$ cat src/rtl/sct_pkg.sv
// Shared types, codes and character classes for the script tokenizer.
`timescale 1ns / 1ps

package sct_pkg;

  // Width of the internal position, line and column counters (8..32).
  localparam int POS_W     = 20;
  // Width of the position fields on the result channel.
  localparam int OUT_POS_W = 20;
  // Most tokens one source byte can cause.
  localparam int MAX_RES   = 3;
  localparam int CNT_W     = $clog2(MAX_RES + 1);
  localparam int IDX_W     = $clog2(MAX_RES);

  // Scanner modes.
  localparam logic [2:0] MODE_IDLE  = 3'd0;
  localparam logic [2:0] MODE_IDENT = 3'd1;
  localparam logic [2:0] MODE_DEC   = 3'd2;
  localparam logic [2:0] MODE_ZERO  = 3'd3;
  localparam logic [2:0] MODE_HEX   = 3'd4;
  localparam logic [2:0] MODE_FLOAT = 3'd5;

  // Token kinds.
  localparam logic [4:0] KIND_EOL    = 5'd0;
  localparam logic [4:0] KIND_EOF    = 5'd1;
  localparam logic [4:0] KIND_PLUS   = 5'd2;
  localparam logic [4:0] KIND_MINUS  = 5'd3;
  localparam logic [4:0] KIND_STAR   = 5'd4;
  localparam logic [4:0] KIND_SLASH  = 5'd5;
  localparam logic [4:0] KIND_SEMI   = 5'd6;
  localparam logic [4:0] KIND_COLON  = 5'd7;
  localparam logic [4:0] KIND_COMMA  = 5'd8;
  localparam logic [4:0] KIND_DOT    = 5'd9;
  localparam logic [4:0] KIND_DOLLAR = 5'd10;
  localparam logic [4:0] KIND_PCT    = 5'd11;
  localparam logic [4:0] KIND_LPAREN = 5'd12;
  localparam logic [4:0] KIND_RPAREN = 5'd13;
  localparam logic [4:0] KIND_LBRACK = 5'd14;
  localparam logic [4:0] KIND_RBRACK = 5'd15;
  localparam logic [4:0] KIND_LBRACE = 5'd16;
  localparam logic [4:0] KIND_RBRACE = 5'd17;
  localparam logic [4:0] KIND_IDENT  = 5'd18;
  localparam logic [4:0] KIND_INT    = 5'd19;
  localparam logic [4:0] KIND_FLOAT  = 5'd20;

  localparam logic [7:0] CH_NUL     = 8'h00;
  localparam logic [7:0] CH_ZERO    = 8'h30;
  localparam logic [7:0] CH_LOWER_X = 8'h78;
  localparam logic [7:0] CH_LOWER_F = 8'h66;
  localparam logic [7:0] CH_DOT     = 8'h2E;
  localparam logic [7:0] CH_NEWLINE = 8'h0A;

  typedef logic [POS_W-1:0]     pos_t;
  typedef logic [OUT_POS_W-1:0] opos_t;

  typedef struct packed {
    logic [2:0]  mode;
    logic [31:0] accum;
    pos_t        tstart;
    pos_t        bpos;
    pos_t        line;
    pos_t        col;
    pos_t        tline;
    pos_t        tcol;
    logic        hex_done;
  } scan_state_t;

  typedef struct packed {
    logic [4:0]         kind;
    logic signed [31:0] value;
    opos_t              start;
    opos_t              len;
    opos_t              line;
    opos_t              col;
  } tok_t;

  typedef tok_t [MAX_RES-1:0] tok_vec_t;

  typedef struct packed {
    logic       hit;
    logic [4:0] kind;
  } punct_t;

  typedef struct packed {
    logic       hit;
    logic [3:0] digit;
  } hex_t;

  function automatic logic is_digit(input logic [7:0] c);
    return c inside {["0":"9"]};
  endfunction

  function automatic logic is_alpha(input logic [7:0] c);
    return c inside {["a":"z"], ["A":"Z"]};
  endfunction

  function automatic hex_t hex_val(input logic [7:0] c);
    hex_t h;
    h.hit   = 1'b1;
    h.digit = c[3:0];
    if (c inside {["a":"f"], ["A":"F"]}) begin
      h.digit = c[3:0] + 4'd9;
    end else if (!is_digit(c)) begin
      h.hit = 1'b0;
    end
    return h;
  endfunction

  function automatic punct_t punct_kind(input logic [7:0] c);
    punct_t p;
    p.hit = 1'b1;
    case (c)
      "+":     p.kind = KIND_PLUS;
      "-":     p.kind = KIND_MINUS;
      "*":     p.kind = KIND_STAR;
      "/":     p.kind = KIND_SLASH;
      ";":     p.kind = KIND_SEMI;
      ":":     p.kind = KIND_COLON;
      ",":     p.kind = KIND_COMMA;
      ".":     p.kind = KIND_DOT;
      "$":     p.kind = KIND_DOLLAR;
      "%":     p.kind = KIND_PCT;
      "(":     p.kind = KIND_LPAREN;
      ")":     p.kind = KIND_RPAREN;
      "[":     p.kind = KIND_LBRACK;
      "]":     p.kind = KIND_RBRACK;
      "{":     p.kind = KIND_LBRACE;
      "}":     p.kind = KIND_RBRACE;
      default: begin
        p.hit  = 1'b0;
        p.kind = KIND_EOL;
      end
    endcase
    return p;
  endfunction

endpackage

$ cat src/rtl/sct_if.sv
// Stream interfaces for source bytes and tokens.
`timescale 1ns / 1ps

interface sct_in_if ();
  logic       valid;
  logic       ready;
  logic [7:0] char_byte;
  logic       end_of_source;

  modport source (output valid, output char_byte, output end_of_source, input ready);
  modport sink   (input valid, input char_byte, input end_of_source, output ready);
endinterface

interface sct_out_if import sct_pkg::*; ();
  logic                 valid;
  logic                 ready;
  logic [4:0]           token_kind;
  logic signed [31:0]   int_value;
  logic [OUT_POS_W-1:0] start_offset;
  logic [OUT_POS_W-1:0] token_length;
  logic [OUT_POS_W-1:0] line_number;
  logic [OUT_POS_W-1:0] column_number;
  logic                 last_of_run;

  modport source (output valid, output token_kind, output int_value, output start_offset,
                  output token_length, output line_number, output column_number,
                  output last_of_run, input ready);
  modport sink   (input valid, input token_kind, input int_value, input start_offset,
                  input token_length, input line_number, input column_number,
                  input last_of_run, output ready);
endinterface

$ cat src/rtl/sct_scan.sv
// One scanner step: next state and the tokens caused by one source byte.
`timescale 1ns / 1ps

module sct_scan import sct_pkg::*; (
  input  scan_state_t      st_i,
  input  logic [7:0]       char_byte,
  input  logic             end_of_source,
  output scan_state_t      st_o,
  output logic [CNT_W-1:0] tok_cnt,
  output tok_vec_t         toks
);

  function automatic scan_state_t advance(input scan_state_t s);
    scan_state_t r;
    r      = s;
    r.bpos = s.bpos + pos_t'(1);
    r.col  = s.col + pos_t'(1);
    return r;
  endfunction

  function automatic logic open_mode(input logic [2:0] m);
    return m inside {MODE_IDENT, MODE_DEC, MODE_ZERO, MODE_HEX, MODE_FLOAT};
  endfunction

  function automatic tok_t flush_tok(input scan_state_t s);
    tok_t t;
    t.kind  = KIND_INT;
    t.value = s.accum;
    if (s.mode == MODE_IDENT) begin
      t.kind  = KIND_IDENT;
      t.value = '0;
    end else if (s.mode == MODE_FLOAT) begin
      t.kind  = KIND_FLOAT;
      t.value = '0;
    end
    t.start = opos_t'(s.tstart);
    t.len   = opos_t'(pos_t'(s.bpos - s.tstart));
    t.line  = opos_t'(s.tline);
    t.col   = opos_t'(s.tcol);
    return t;
  endfunction

  function automatic tok_t here_tok(input scan_state_t s, input logic [4:0] kind,
                                    input logic [OUT_POS_W-1:0] len);
    tok_t t;
    t.kind  = kind;
    t.value = '0;
    t.start = opos_t'(s.bpos);
    t.len   = len;
    t.line  = opos_t'(s.line);
    t.col   = opos_t'(s.col);
    return t;
  endfunction

  scan_state_t      s;
  logic [CNT_W-1:0] n;
  logic             taken;
  hex_t             hx;
  punct_t           pk;
  logic [31:0]      dig;

  always_comb begin
    s     = st_i;
    n     = '0;
    toks  = '0;
    taken = 1'b0;
    hx    = hex_val(char_byte);
    pk    = punct_kind(char_byte);
    dig   = {28'd0, char_byte[3:0]};

    if (char_byte != CH_NUL) begin
      // continue the open token if this byte belongs to it
      case (s.mode)
        MODE_IDENT: taken = is_digit(char_byte) || is_alpha(char_byte);
        MODE_DEC: begin
          if (is_digit(char_byte)) begin
            s.accum = (s.accum << 3) + (s.accum << 1) + dig;
            taken   = 1'b1;
          end
        end
        MODE_ZERO: begin
          if (is_digit(char_byte)) begin
            s.mode  = MODE_DEC;
            s.accum = dig;
            taken   = 1'b1;
          end else if (char_byte == CH_LOWER_X) begin
            s.mode = MODE_HEX;
            taken  = 1'b1;
          end else if (char_byte == CH_LOWER_F) begin
            s.mode = MODE_FLOAT;
            taken  = 1'b1;
          end
        end
        MODE_HEX: begin
          if (hx.hit) begin
            if (!s.hex_done) begin
              s.accum = {s.accum[27:0], hx.digit};
            end
            taken = 1'b1;
          end else if (char_byte == CH_LOWER_X) begin
            s.hex_done = 1'b1;
            taken      = 1'b1;
          end
        end
        MODE_FLOAT: taken = is_digit(char_byte) || (char_byte == CH_DOT);
        default:    taken = 1'b0;
      endcase

      if (taken) begin
        s = advance(s);
      end else begin
        if (open_mode(s.mode)) begin
          toks[n[IDX_W-1:0]] = flush_tok(s);
          n = n + CNT_W'(1);
        end
        s.mode = MODE_IDLE;

        if (is_alpha(char_byte) || is_digit(char_byte)) begin
          s.mode     = MODE_IDENT;
          s.accum    = '0;
          if (is_digit(char_byte)) begin
            s.mode  = (char_byte == CH_ZERO) ? MODE_ZERO : MODE_DEC;
            s.accum = dig;
          end
          s.tstart   = s.bpos;
          s.tline    = s.line;
          s.tcol     = s.col;
          s.hex_done = 1'b0;
          s          = advance(s);
        end else if (char_byte == CH_NEWLINE) begin
          toks[n[IDX_W-1:0]] = here_tok(s, KIND_EOL, opos_t'(1));
          n      = n + CNT_W'(1);
          s.bpos = s.bpos + pos_t'(1);
          s.line = s.line + pos_t'(1);
          s.col  = '0;
        end else begin
          if (pk.hit) begin
            toks[n[IDX_W-1:0]] = here_tok(s, pk.kind, opos_t'(1));
            n = n + CNT_W'(1);
          end
          s = advance(s);
        end
      end
    end

    // end of source: flush, then eof, then back to reset
    if (char_byte == CH_NUL || end_of_source) begin
      if (open_mode(s.mode)) begin
        toks[n[IDX_W-1:0]] = flush_tok(s);
        n = n + CNT_W'(1);
      end
      toks[n[IDX_W-1:0]] = here_tok(s, KIND_EOF, '0);
      n = n + CNT_W'(1);
      s = '0;
    end

    st_o    = s;
    tok_cnt = n;
  end

endmodule

$ cat src/rtl/script_char_tokenizer_core.sv
// Top level of the script tokenizer: input register, scanner step, token output register.
`timescale 1ns / 1ps

// Takes one source byte per transfer and returns tokens with their offset, length,
// line and column. A byte is registered on entry and is scanned once the output register
// has no token left or its last token is taken; the scanner state and the byte's tokens
// (up to three) are written to the output register in a single pass. The output register
// shows one token per cycle while the receiver is ready, so a byte that gives several
// tokens holds the output until all are taken; bytes that give zero or one token stream
// at one byte per cycle while the receiver is ready, and the next byte is taken while a
// token still waits. A zero byte or end_of_source flushes any open token, emits end-of-file
// and returns the scanner to its reset state.
module script_char_tokenizer_core import sct_pkg::*; (
  input  logic      clk,
  input  logic      rst_n,
  sct_in_if.sink    in_chan,
  sct_out_if.source out_chan
);

  scan_state_t      state_r;
  scan_state_t      state_nxt;
  logic             in_vld_r;
  logic [7:0]       in_byte_r;
  logic             in_last_r;
  logic [CNT_W-1:0] bnd_cnt_r;
  logic [IDX_W-1:0] bnd_idx_r;
  tok_vec_t         bnd_tok_r;
  logic [CNT_W-1:0] scan_cnt;
  tok_vec_t         scan_toks;
  logic             out_fire;
  logic             bnd_done;
  logic             process;
  tok_t             cur_tok;

  sct_scan u_scan (
    .st_i          (state_r),
    .char_byte     (in_byte_r),
    .end_of_source (in_last_r),
    .st_o          (state_nxt),
    .tok_cnt       (scan_cnt),
    .toks          (scan_toks)
  );

  assign out_fire = out_chan.valid && out_chan.ready;
  assign bnd_done = out_fire && (CNT_W'(bnd_idx_r) == bnd_cnt_r - CNT_W'(1));
  assign process  = in_vld_r && ((bnd_cnt_r == '0) || bnd_done);

  assign in_chan.ready = !in_vld_r || process;

  always_ff @(posedge clk) begin
    if (!rst_n) begin
      in_vld_r <= 1'b0;
    end else if (in_chan.ready) begin
      in_vld_r <= in_chan.valid;
    end
  end

  always_ff @(posedge clk) begin
    if (in_chan.valid && in_chan.ready) begin
      in_byte_r <= in_chan.char_byte;
      in_last_r <= in_chan.end_of_source;
    end
  end

  always_ff @(posedge clk) begin
    if (!rst_n) begin
      state_r   <= '0;
      bnd_cnt_r <= '0;
      bnd_idx_r <= '0;
    end else if (process) begin
      state_r   <= state_nxt;
      bnd_cnt_r <= scan_cnt;
      bnd_idx_r <= '0;
    end else if (bnd_done) begin
      bnd_cnt_r <= '0;
      bnd_idx_r <= '0;
    end else if (out_fire) begin
      bnd_idx_r <= bnd_idx_r + IDX_W'(1);
    end
  end

  always_ff @(posedge clk) begin
    if (process) begin
      bnd_tok_r <= scan_toks;
    end
  end

  assign cur_tok                = bnd_tok_r[bnd_idx_r];
  assign out_chan.valid         = (bnd_cnt_r != '0);
  assign out_chan.token_kind    = cur_tok.kind;
  assign out_chan.int_value     = cur_tok.value;
  assign out_chan.start_offset  = cur_tok.start;
  assign out_chan.token_length  = cur_tok.len;
  assign out_chan.line_number   = cur_tok.line;
  assign out_chan.column_number = cur_tok.col;
  assign out_chan.last_of_run   = (CNT_W'(bnd_idx_r) == bnd_cnt_r - CNT_W'(1));

  a_idx_in_range: assert property (@(posedge clk) disable iff (!rst_n)
    (bnd_cnt_r != '0) |-> (CNT_W'(bnd_idx_r) < bnd_cnt_r))
    else $error("token index beyond bundle count");

  a_eof_last: assert property (@(posedge clk) disable iff (!rst_n)
    (out_chan.valid && (out_chan.token_kind == KIND_EOF)) |-> out_chan.last_of_run)
    else $error("eof token is not the last of its run");

  a_end_gives_tok: assert property (@(posedge clk) disable iff (!rst_n)
    (process && (in_last_r || (in_byte_r == CH_NUL))) |-> (scan_cnt != '0))
    else $error("end of source without eof token");

  a_end_resets: assert property (@(posedge clk) disable iff (!rst_n)
    (process && (in_last_r || (in_byte_r == CH_NUL))) |=>
      ((state_r.bpos == '0) && (state_r.mode == MODE_IDLE)))
    else $error("scanner state not cleared after end of source");

endmodule
$ cat src/flat_wrapper.sv
// flat-port wrapper written by rule: the top's interface ports become plain ports
module script_char_tokenizer_core_flat import sct_pkg::*;
  (clk, rst_n, in_chan_valid, in_chan_char_byte, in_chan_end_of_source, in_chan_ready, out_chan_valid, out_chan_token_kind, out_chan_int_value, out_chan_start_offset, out_chan_token_length, out_chan_line_number, out_chan_column_number, out_chan_last_of_run, out_chan_ready);
  sct_in_if in_chan_i ();
  sct_out_if out_chan_i ();
  input  logic clk;
  input  logic rst_n;
  input wire logic [$bits(in_chan_i.valid)-1:0] in_chan_valid;
  input wire logic [$bits(in_chan_i.char_byte)-1:0] in_chan_char_byte;
  input wire logic [$bits(in_chan_i.end_of_source)-1:0] in_chan_end_of_source;
  output wire logic [$bits(in_chan_i.ready)-1:0] in_chan_ready;
  output wire logic [$bits(out_chan_i.valid)-1:0] out_chan_valid;
  output wire logic [$bits(out_chan_i.token_kind)-1:0] out_chan_token_kind;
  output wire logic [$bits(out_chan_i.int_value)-1:0] out_chan_int_value;
  output wire logic [$bits(out_chan_i.start_offset)-1:0] out_chan_start_offset;
  output wire logic [$bits(out_chan_i.token_length)-1:0] out_chan_token_length;
  output wire logic [$bits(out_chan_i.line_number)-1:0] out_chan_line_number;
  output wire logic [$bits(out_chan_i.column_number)-1:0] out_chan_column_number;
  output wire logic [$bits(out_chan_i.last_of_run)-1:0] out_chan_last_of_run;
  input wire logic [$bits(out_chan_i.ready)-1:0] out_chan_ready;
  assign in_chan_i.valid = in_chan_valid;
  assign in_chan_i.char_byte = in_chan_char_byte;
  assign in_chan_i.end_of_source = in_chan_end_of_source;
  assign in_chan_ready = in_chan_i.ready;
  assign out_chan_valid = out_chan_i.valid;
  assign out_chan_token_kind = out_chan_i.token_kind;
  assign out_chan_int_value = out_chan_i.int_value;
  assign out_chan_start_offset = out_chan_i.start_offset;
  assign out_chan_token_length = out_chan_i.token_length;
  assign out_chan_line_number = out_chan_i.line_number;
  assign out_chan_column_number = out_chan_i.column_number;
  assign out_chan_last_of_run = out_chan_i.last_of_run;
  assign out_chan_i.ready = out_chan_ready;
  script_char_tokenizer_core u_core (.clk(clk), .rst_n(rst_n), .in_chan(in_chan_i), .out_chan(out_chan_i));
endmodule
$ cat config.mk
export PLATFORM = sky130hd
export DESIGN_NAME = script_char_tokenizer_core_flat
export DESIGN_NICKNAME = d
export VERILOG_FILES = /design/src/rtl/sct_pkg.sv /design/src/rtl/sct_if.sv /design/src/rtl/sct_scan.sv /design/src/rtl/script_char_tokenizer_core.sv /design/src/flat_wrapper.sv
export SDC_FILE = /design/constraint.sdc
export NUM_CORES = 1
export LEC_CHECK = 0
export BUFFER_PORTS_ARGS = -buffer_cell sky130_fd_sc_hd__buf_2
export CAP_MARGIN = 30
export CORE_UTILIZATION = 39
export DETAILED_ROUTE_END_ITERATION = 10
export GPL_ROUTABILITY_DRIVEN = 0
export SETUP_SLACK_MARGIN = 0.2
export SYNTH_ARGS = -nofsm -noshare
export SYNTH_HDL_FRONTEND = slang
export SYNTH_SLANG_ARGS = --single-unit
$ cat constraint.sdc
create_clock -name clk -period 19 [get_ports clk]
set_input_delay 0.95 -clock clk [delete_from_list [all_inputs] [get_ports clk]]
set_output_delay 0.95 -clock clk [all_outputs]
set_load 0.05 [all_outputs]
Word level (Yosys, flattened, before mapping)
Index checks and enable logic that the tools add are counted.
W data, S select, Z words.

storage, ports and cells
  flip-flop bits (word level) = 521
  input port bits = 13
  word-level logic and storage cells = 202

operators by class
  $add $sub $neg = 13
  magnitude comparators = 15
  eq/ne operators = 36
  multiplexer cells = 74
  bitwise gates (word level) = 1
  reductions and logical operators = 31

operator list
  kind                     count
  $mux W351                8
  $bwmux W351              4
  $mux W117                7
  $demux W117 S2           3
  $mux W156                3
  $bmux W117 S2            1
  $mux W155                1
  $mux W35                 4
  $mux W32                 4
  $eq A8 B6 Y1 const B     13
  $pmux W32 S3             1
  $pmux W5 S16             1
  $mux W37                 2
  $add A20 B1 Y20 const B  3
  $eq A8 B7 Y1 const B     6
  $mux W40                 1
  $sub A20 B20 Y20         2
  $mux W34                 1
  $add A32 B32 Y32         1
  $add A32 B4 Y32          1
  $le A8 B7 Y1 const B     4
  $mux W2                  12
  $eq A3 B2 Y1 const B     6
  $eq A3 B3 Y1 const B     6
  other kinds (27)         75

Longest topological paths before layout
Gate-level depths: netlist (run 1).

  depth in word-level cells = 26
  depth in mapped cells = 26

Hierarchy
From an unflattened synthesis (run 1), not the netlist that was laid out.

unflattened totals
  cell total of the unflattened synthesis = 3895
  area total of the unflattened synthesis = 33439.6 µm²

by module, submodules not included
  module                      instances  cells an instance  area each (µm²)  sequential area each (µm²)
  script_char_tokenizer_core  1          1480               19068.3          14033.5
  sct_scan                    1          2415               14371.3          0.0

Worst setup path before layout (run 1)
OpenSTA, ideal clock, no wires.

  path kind = register -> register
  start point = register u_core.bnd_cnt_r[0]
  end point = register u_core.state_r[83] (netlist name)
  setup time = 0.128 ns
  arrival time = 13.272 ns
  required time = 18.872 ns
  setup slack = 5.600 ns
  stages on the path, launching flop included = 13
  period minus slack after synthesis = 13.400 ns
  cell sequence = dfxtp_1 > inv_1 > ha_1 > xnor2_1 > nor2_1 > a21oi_1 > nand2b_1 > clkbuf_1 > inv_2 > clkbuf_1 > o21ai_0 > a22oi_1 > nor2_1

between the ends
  word-level cells in the longest chain between the ends = 5

RTL lines
  item                      line                              text
  start: declaration        script_char_tokenizer_core.sv:25  logic [CNT_W-1:0] bnd_cnt_r;
  start signal: assignment  script_char_tokenizer_core.sv:72  bnd_cnt_r <= scan_cnt;
  $sub A2 B1 Y2             -
  $eq A2 B2 Y1              -
  net out_chan_last_of_run  flat_wrapper.sv:19                output wire logic [$bits(out_chan_i.last_of_run)-1:0] out_chan_last_of_run;
  $logic_and A1 B1 Y1       script_char_tokenizer_core.sv:45  assign bnd_done = out_fire && (CNT_W'(bnd_idx_r) == bnd_cnt_r - CNT_W'(1));
  $logic_or A1 B1 Y1        script_char_tokenizer_core.sv:46  assign process = in_vld_r && ((bnd_cnt_r == '0) || bnd_done);
  $logic_and A1 B1 Y1       script_char_tokenizer_core.sv:46
  net u_core.process        script_char_tokenizer_core.sv:32  logic process;
  end signal: assignment    script_char_tokenizer_core.sv:71  state_r <= state_nxt;
  end: declaration          script_char_tokenizer_core.sv:20  scan_state_t state_r;

The timed path passes the listed nets, and every way through them passes these cells.
A chain may end at the register's enable or synchronous reset.

==> results of run 1 <==
-- area by class of cell --
| class | count | area (um2) |
|---|---|---|
| Clock buffer | 74 | 1500 |
| Tap cell | 1060 | 1330 |
| Clock inverter | 30 | 344 |
| Inverter | 86 | 333 |
| Timing Repair Buffer | 188 | 1120 |
| Antenna cell | 3 | 7.51 |
| Multi-Input combinational cell | 2800 | 16700 |
| Sequential cell | 520 | 14000 |
| Fill cell | 7971 | 45600 |
-- sequential cells by signal, indices dropped and copies added (netlist names) --
register,flops
u_core.bnd_tok_r,350
u_core.in_byte_r,8
u_core.in_last_r,1
u_core.bnd_idx_r,2
u_core.state_r,156
u_core.bnd_cnt_r,2
u_core.in_vld_r,1
-- placed cells by master (no fill, tap or decap), types with 9 or more instances in the layout --
cell type / Yosys / layout
and3_1: 27 / 27
a221oi_1: 10 / 10
o211ai_1: 14 / 14
dfxtp_1: 161 / 159
xor2_1: 39 / 39
o22ai_1: 80 / 80
and2_1: 16 / 16
clkbuf_1: 250 / 14
or2_2: 14 / 13
a222oi_1: 15 / 15
inv_1: 85 / 82
nand2b_1: 14 / 12
a22o_1: 16 / 16
a21oi_1: 412 / 412
edfxtp_1: 359 / 359
a21o_1: 33 / 32
clkbuf_16: 0 / 55
or3_1: 17 / 17
o221ai_1: 42 / 42
nand2_1: 375 / 367
a22oi_1: 58 / 58
mux2i_1: 155 / 155
nor2_1: 590 / 585
ha_1: 101 / 101
nand3_1: 111 / 110
nor2b_1: 29 / 27
o21ai_0: 260 / 259
nand4_1: 19 / 19
a31oi_1: 15 / 15
o22a_1: 10 / 10
o21ai_1: 11 / 11
nor3_1: 39 / 38
buf_4: 4 / 51
buf_2: 12 / 134
xnor2_1: 89 / 89
o31ai_1: 9 / 9
a211oi_1: 37 / 37
-- logic make-up after synthesis --
family | after synthesis | share of synthesized area, %
flip-flops | 520 | 43.6
buffers and inverters | 388 | 4.70
multiplexers | 156 | 4.87
AND/OR/NAND/NOR | 1285 | 17.3
AO/OA/AOI/OAI | 1121 | 21.7
XOR/XNOR | 130 | 3.59
adder cells (fa/ha/maj) | 108 | 4.26
-- worst max-delay path, cell delays in order, from the launching register on --
cell,delay (ns)
edfxtp_1,0.54
inv_1,0.16
ha_1,0.35
nor3b_2,0.60
nor3b_1,0.25
a211o_1,0.33
or3_1,0.37
nor2_4,0.05
nor2_1,0.51
a21oi_1,0.12
o22ai_2,0.27
a21oi_2,0.24
a21oi_1,0.32
ha_1,0.58
inv_1,0.27
nor2_4,0.47
buf_4,0.71
nand2_1,0.13
o221ai_1,0.21
-- power breakdown --
group	internal, uW	leakage [uW]	switching (uW)
clock	639	0.000884	485
sequential	1270	0.00464	22.1
combinational	100	0.00632	366
total	2010	0.0118	874
-- through the flow --
| stage | power [uW] | worst slack, ns | cells |
|---|---|---|---|
| finish | 2880 | 12.28 | 4761 |
| global route | 2960 | 11.73 | 4758 |
| CTS | 2890 | 12.45 | 4758 |
| detailed placement | 1780 | 12.47 | 4654 |
| global placement | 1780 | 12.75 | 4650 |
| floorplan | 1660 | 5.60 | 3708 |
-- worst paths after layout --
kind | slack [ns] | cells past startpoint | to | startpoint
hold / removal | 0.50 | 1 | u_core.in_byte_r[2] | in_chan_char_byte[2]
hold reg to reg | 0.51 | 2 | u_core.state_r[11] | u_core.state_r[11]
setup / recovery | 12.28 | 18 | u_core.bnd_tok_r[144] | u_core.in_byte_r[1]
setup reg to reg | 12.28 | 18 | u_core.bnd_tok_r[144] | u_core.in_byte_r[1]
-- routing by layer --
| metal | up-vias | wire length, um |
|---|---|---|
| met5 | - | 32 |
| li1 | 13300 | - |
| met1 | 13800 | 46600 |
| met3 | 234 | 8390 |
| met4 | 4 | 3310 |
| met2 | 1265 | 48700 |
==> impl_metrics.env, run 1 <==
export IMPL_coreArea_um2=80900
export IMPL_max_freq_mhz=149
export IMPL_fin_util_pct=43.7
export IMPL_root_buffer="clkbuf_16"
export IMPL_yosys_register_bits=520
export IMPL_drcViolationCount=0
export IMPL_rsz0062_at_grt="false"
export IMPL_track_usage_pct=25.0
export IMPL_synth_distinct_cells=97
export IMPL_period_share_pct=35.3
export IMPL_ir_drop_uv=67.8
export IMPL_cts_hold_repair_buffers=0
export IMPL_ant_nets=0
export IMPL_p_leak_uw=0.0118
export IMPL_syn_area_um2=32100
export IMPL_numCtsBuffers=55
export IMPL_nets=3768
export IMPL_grt_pass1_vias=26500
export IMPL_ctsLongestPathBuffers=3
export IMPL_finalSetupViolations=0
export IMPL_syn2layout_area_growth_pct=10.1
export IMPL_overflow=0
export IMPL_min_period_ns=6.72
export IMPL_p_per_area_nw_per_um2=81.6
export IMPL_dieArea_um2=83500
export IMPL_synth_most_common_cell="nor2_1"
export IMPL_post_dp_hpwl_mm=64.4
export IMPL_path_class="reg -> reg"
export IMPL_crit_fanout=60
export IMPL_grt_pass1_wl_mm=162
export IMPL_ios=133
export IMPL_dpl_cell_area_um2=33500
export IMPL_fp_dieW_um=289
export IMPL_ys_warn_count=0
export IMPL_design_area_um2=35300
export IMPL_antenna_found_initial=5
export IMPL_cp_data_arrival_time_ns=7.19
export IMPL_htreeDepth=2
export IMPL_dieHeight_um=289
export IMPL_hp_class="in -> reg"
export IMPL_crit_required_ns=19.48
export IMPL_busiest_layer="met2"
export IMPL_synth_area_leaders="edfxtp_1 (34%), dfxtp_1 (10%), nor2_1 (6.9%)"
export IMPL_start_util_pct=39.7
export IMPL_grt_use_met2_pct=40.1
export IMPL_synth_main_ff_cell="edfxtp_1"
export IMPL_met3_usage_pct=3.28
export IMPL_finalSetupTns_ns=0
export IMPL_syn_nets=3825
export IMPL_cap_violations=0
export IMPL_port_buffers=132
export IMPL_synth_area_per_cell_um2=8.66
export IMPL_cts_tree="yes"
export IMPL_wl_per_cell_um=22.5
export IMPL_status="completed"
export IMPL_tightest_slew_ns=1.08
export IMPL_clock_sink_count=520
export IMPL_finalHoldViolations=0
export IMPL_rows=104
export IMPL_slew_headroom_pct=28.0
export IMPL_post_cts_buffers=0
export IMPL_cp_end_kind="flip-flop"
export IMPL_grt_max_degree=88
export IMPL_synthArstFlopShare_pct=0
export IMPL_finalHoldWorstSlack_ns=0.495
export IMPL_grtUsageMet1_pct=34.8
export IMPL_drive_above_1_share_pct=9.60
export IMPL_drt_total_wl_mm=107
export IMPL_clk_latency_ns=0.65
export IMPL_synth_top_area_share_pct=33.6
export IMPL_seq_area_frac_synth_pct=43.6
export IMPL_maxSlewViolCount=0
export IMPL_num_vias=28600
export IMPL_cts_resized=0
export IMPL_clock_skew_final_ns=0.0218
export IMPL_synth_largest_area_cell="edfxtp_1"
export IMPL_worstSetupStartpointType="flip-flop"
export IMPL_yosys_top_cells_count="nor2_1 (590), a21oi_1 (412), nand2_1 (375), edfxtp_1 (359), o21ai_0 (260)"
export IMPL_synth_edf_count=359
export IMPL_drt_initial_drc_count=3175
export IMPL_dr_pass1_iters=6
export IMPL_clk_pin_slew_ns=0.06
export IMPL_synth_cells=3708
export IMPL_viasPerCell=6.02
Power figures use the tool's default switching activity.
==> inputs of run 2 (changes only) <==
Clock period 19 ns to 6.8 ns, I/O delays scaled along.
==> run 2 against run 1 <==
Compared with the run above: count of clock-buffer cells in the layout is 4 lower; first-iteration DRC count up 1.7%; clock power increased to 3.0 times the previous value; register-to-register slack got worse by 12 ns; combinational power rose to 2.9 times the previous value; largest cell class unchanged; cell count is 0.55% higher; hold slack got worse by 0.39 ns; critical path depth up 5.
==> impl_metrics.env, run 2 (synthesis results as in run 1) <==
export IMPL_most_common_layout_cells="nor2_1 (585), a21oi_1 (412), nand2_1 (367), edfxtp_1 (359), o21ai_0 (259)"
export IMPL_finalSetupViolations=0
export IMPL_dr_pass1_iters=5
export IMPL_min_period_ns=6.07
export IMPL_htreeDepth=2
export IMPL_seq_power_share_pct=43.6
export IMPL_p_sw_uw=2500
export IMPL_clk_pin_slew_ns=0.06
export IMPL_port_buffers=132
export IMPL_clk_latency_ns=0.65
export IMPL_drcViolationCount=0
export IMPL_syn2layout_area_growth_pct=11.4
export IMPL_grt_max_degree=146
export IMPL_ctsLongestPathBuffers=3
export IMPL_crit_fanout=27
export IMPL_post_dp_hpwl_mm=66.7
export IMPL_dpl_cell_area_um2=33600
export IMPL_cp_common_cell="inv_1"
export IMPL_ant_nets=0
export IMPL_max_freq_mhz=165
export IMPL_comb_power_share_pct=16.0
export IMPL_overflow=0
export IMPL_cap_violations=0
export IMPL_dieArea_um2=83500
export IMPL_slowest_stage="edfxtp_1"
export IMPL_start_util_pct=39.7
export IMPL_cts_tree="yes"
export IMPL_num_vias=28600
export IMPL_worstSetupStartpointType="flip-flop"
export IMPL_coreArea_um2=80900
export IMPL_maxSlewViolCount=0
export IMPL_finalSetupTns_ns=0
export IMPL_post_cts_buffers=0
export IMPL_viasPerCell=5.97
export IMPL_largest_register_ffs=350
export IMPL_rows=104
export IMPL_drive_above_1_share_pct=10.2
export IMPL_clock_power_share_pct=40.4
export IMPL_cp_end_kind="flip-flop"
export IMPL_p_leak_uw=0.0121
export IMPL_drt_initial_drc_count=3228
export IMPL_tightest_slew_ns=1.02
export IMPL_p_per_area_nw_per_um2=232
export IMPL_clock_skew_final_ns=0.0342
export IMPL_p_int_uw=5810
export IMPL_wl_per_cell_um=22.6
export IMPL_crit_required_ns=7.17
export IMPL_hp_class="in -> reg"
export IMPL_design_area_um2=35800
export IMPL_cpPeakStageDelay_ns=0.56
export IMPL_dieHeight_um=289
export IMPL_crit_chain="inv_1, ha_1, nor3b_2, nor3b_1, a211o_1, nor3_1, buf_4, nand2_4, nor2_1, a21oi_1, inv_1, ha_1, inv_1, ha_1, inv_1, a31oi_4, a31oi_2, maj3_2, a211oi_2, o41a_4, a311oi_4, xor2_1, nor2_1"
export IMPL_grt_pass1_vias=27100
export IMPL_finalHoldViolations=0
export IMPL_rsz0062_at_grt="false"
export IMPL_fp_dieW_um=289
export IMPL_drt_total_wl_mm=108
export IMPL_numCtsBuffers=58
export IMPL_top_regs="u_core.bnd_tok_r (350), u_core.state_r (156), u_core.in_byte_r (8)"
export IMPL_root_buffer="clkbuf_16"
export IMPL_slew_headroom_pct=31.3
export IMPL_status="completed"
export IMPL_grt_pass1_wl_mm=165
export IMPL_regMostFlops="u_core.bnd_tok_r"
export IMPL_ir_drop_uv=199
export IMPL_cp_data_arrival_time_ns=6.44
export IMPL_clock_sink_count=520
export IMPL_nets=3791
export IMPL_track_usage_pct=25.4
export IMPL_switching_share_pct=30.1
export IMPL_layout_commonest_cell="nor2_1"
export IMPL_path_class="reg -> reg"
export IMPL_antenna_found_initial=4
export IMPL_period_share_pct=89.3
export IMPL_ios=133
[run 2: changes by cell type in the layout (fill, tap and decap cells not counted), moves of 2 or more]
| cell | delta |
|---|---|
| dlygate4sd3_1 | +10 |
| clkinv_1 | -3 |
| clkbuf_1 | -8 |
| buf_4 | +6 |
| clkinv_2 | +12 |
| nand2_4 | -2 |
| clkbuf_8 | -3 |
| buf_12 | +6 |
| clkbuf_16 | +7 |
[run 2: critical path, delay by kind of cell, from the launching register on]
| kind | cells | cell delay (ns) |
|---|---|---|
| adders and majority gates | 4 | 1.05 |
| AOI/OAI and AO/OA | 7 | 1.89 |
| DFF | 1 | 0.56 |
| buffers and inverters | 5 | 0.79 |
| and+or+nand+nor | 6 | 1.23 |
| xor gates and xnor gates | 1 | 0.25 |
[run 2: final timing paths]
check | startpoint | endpoint | slack (ns) | cells past startpoint
min reg2reg | u_core.state_r[14] | u_core.state_r[14] | 0.51 | 2
max reg2reg | u_core.in_byte_r[1] | u_core.bnd_tok_r[292] | 0.73 | 23
max | u_core.in_byte_r[1] | u_core.bnd_tok_r[292] | 0.73 | 23
min | out_chan_ready | u_core.in_vld_r | 0.10 | 4
[run 2: power by group through the flow]
stage | logic [uW] | registers, uW | clock network (uW)
floorplan | 906 | 3670 | 0
global placement | 1320 | 3680 | 0
detailed placement | 1320 | 3690 | 0
CTS | 1320 | 3620 | 3390
global route | 1400 | 3630 | 3500
finish | 1330 | 3620 | 3350
[run 2: stage by stage]
step	worst slack (ns)	hold WS (ns)	power, uW	util (%)	std cells
after floorplan	1.12	0.439	4580	-	3708
after global placement	0.894	0.490	5000	41.5	4662
after detailed placement	0.863	0.501	5000	41.6	4664
after CTS	0.826	0.0787	8330	44.2	4784
after global routing	0.356	0.101	8530	44.2	4785
final	0.730	0.100	8300	44.2	4787
[run 2: final cells by class]
class | instances | area [um2]
sequential | 520 | 14000
multi-input combinational | 2800 | 16700
inverter | 86 | 333
fill | 7887 | 45200
clock buffer | 70 | 1600
timing repair buffer | 208 | 1360
antenna | 3 | 7.51
tap | 1060 | 1330
clock inverter | 40 | 410
[run 2: timing repair]
item                                    CTS  global route
gates resized for setup                   0             0
endpoints found under the hold margin    10             0
endpoints found under the setup margin    0             0
hold buffers                             10             0
[run 2: per-layer routing]
metal	routed length, um	part of all wire [%]	global-route usage (%)	vias up
met5	0	0	0.0568	-
met2	49100	45	40.5	1272
li1	-	-	-	13400
met1	46700	43	35.3	13800
met4	3420	3.2	8.47	0
met3	9110	8.4	3.69	206
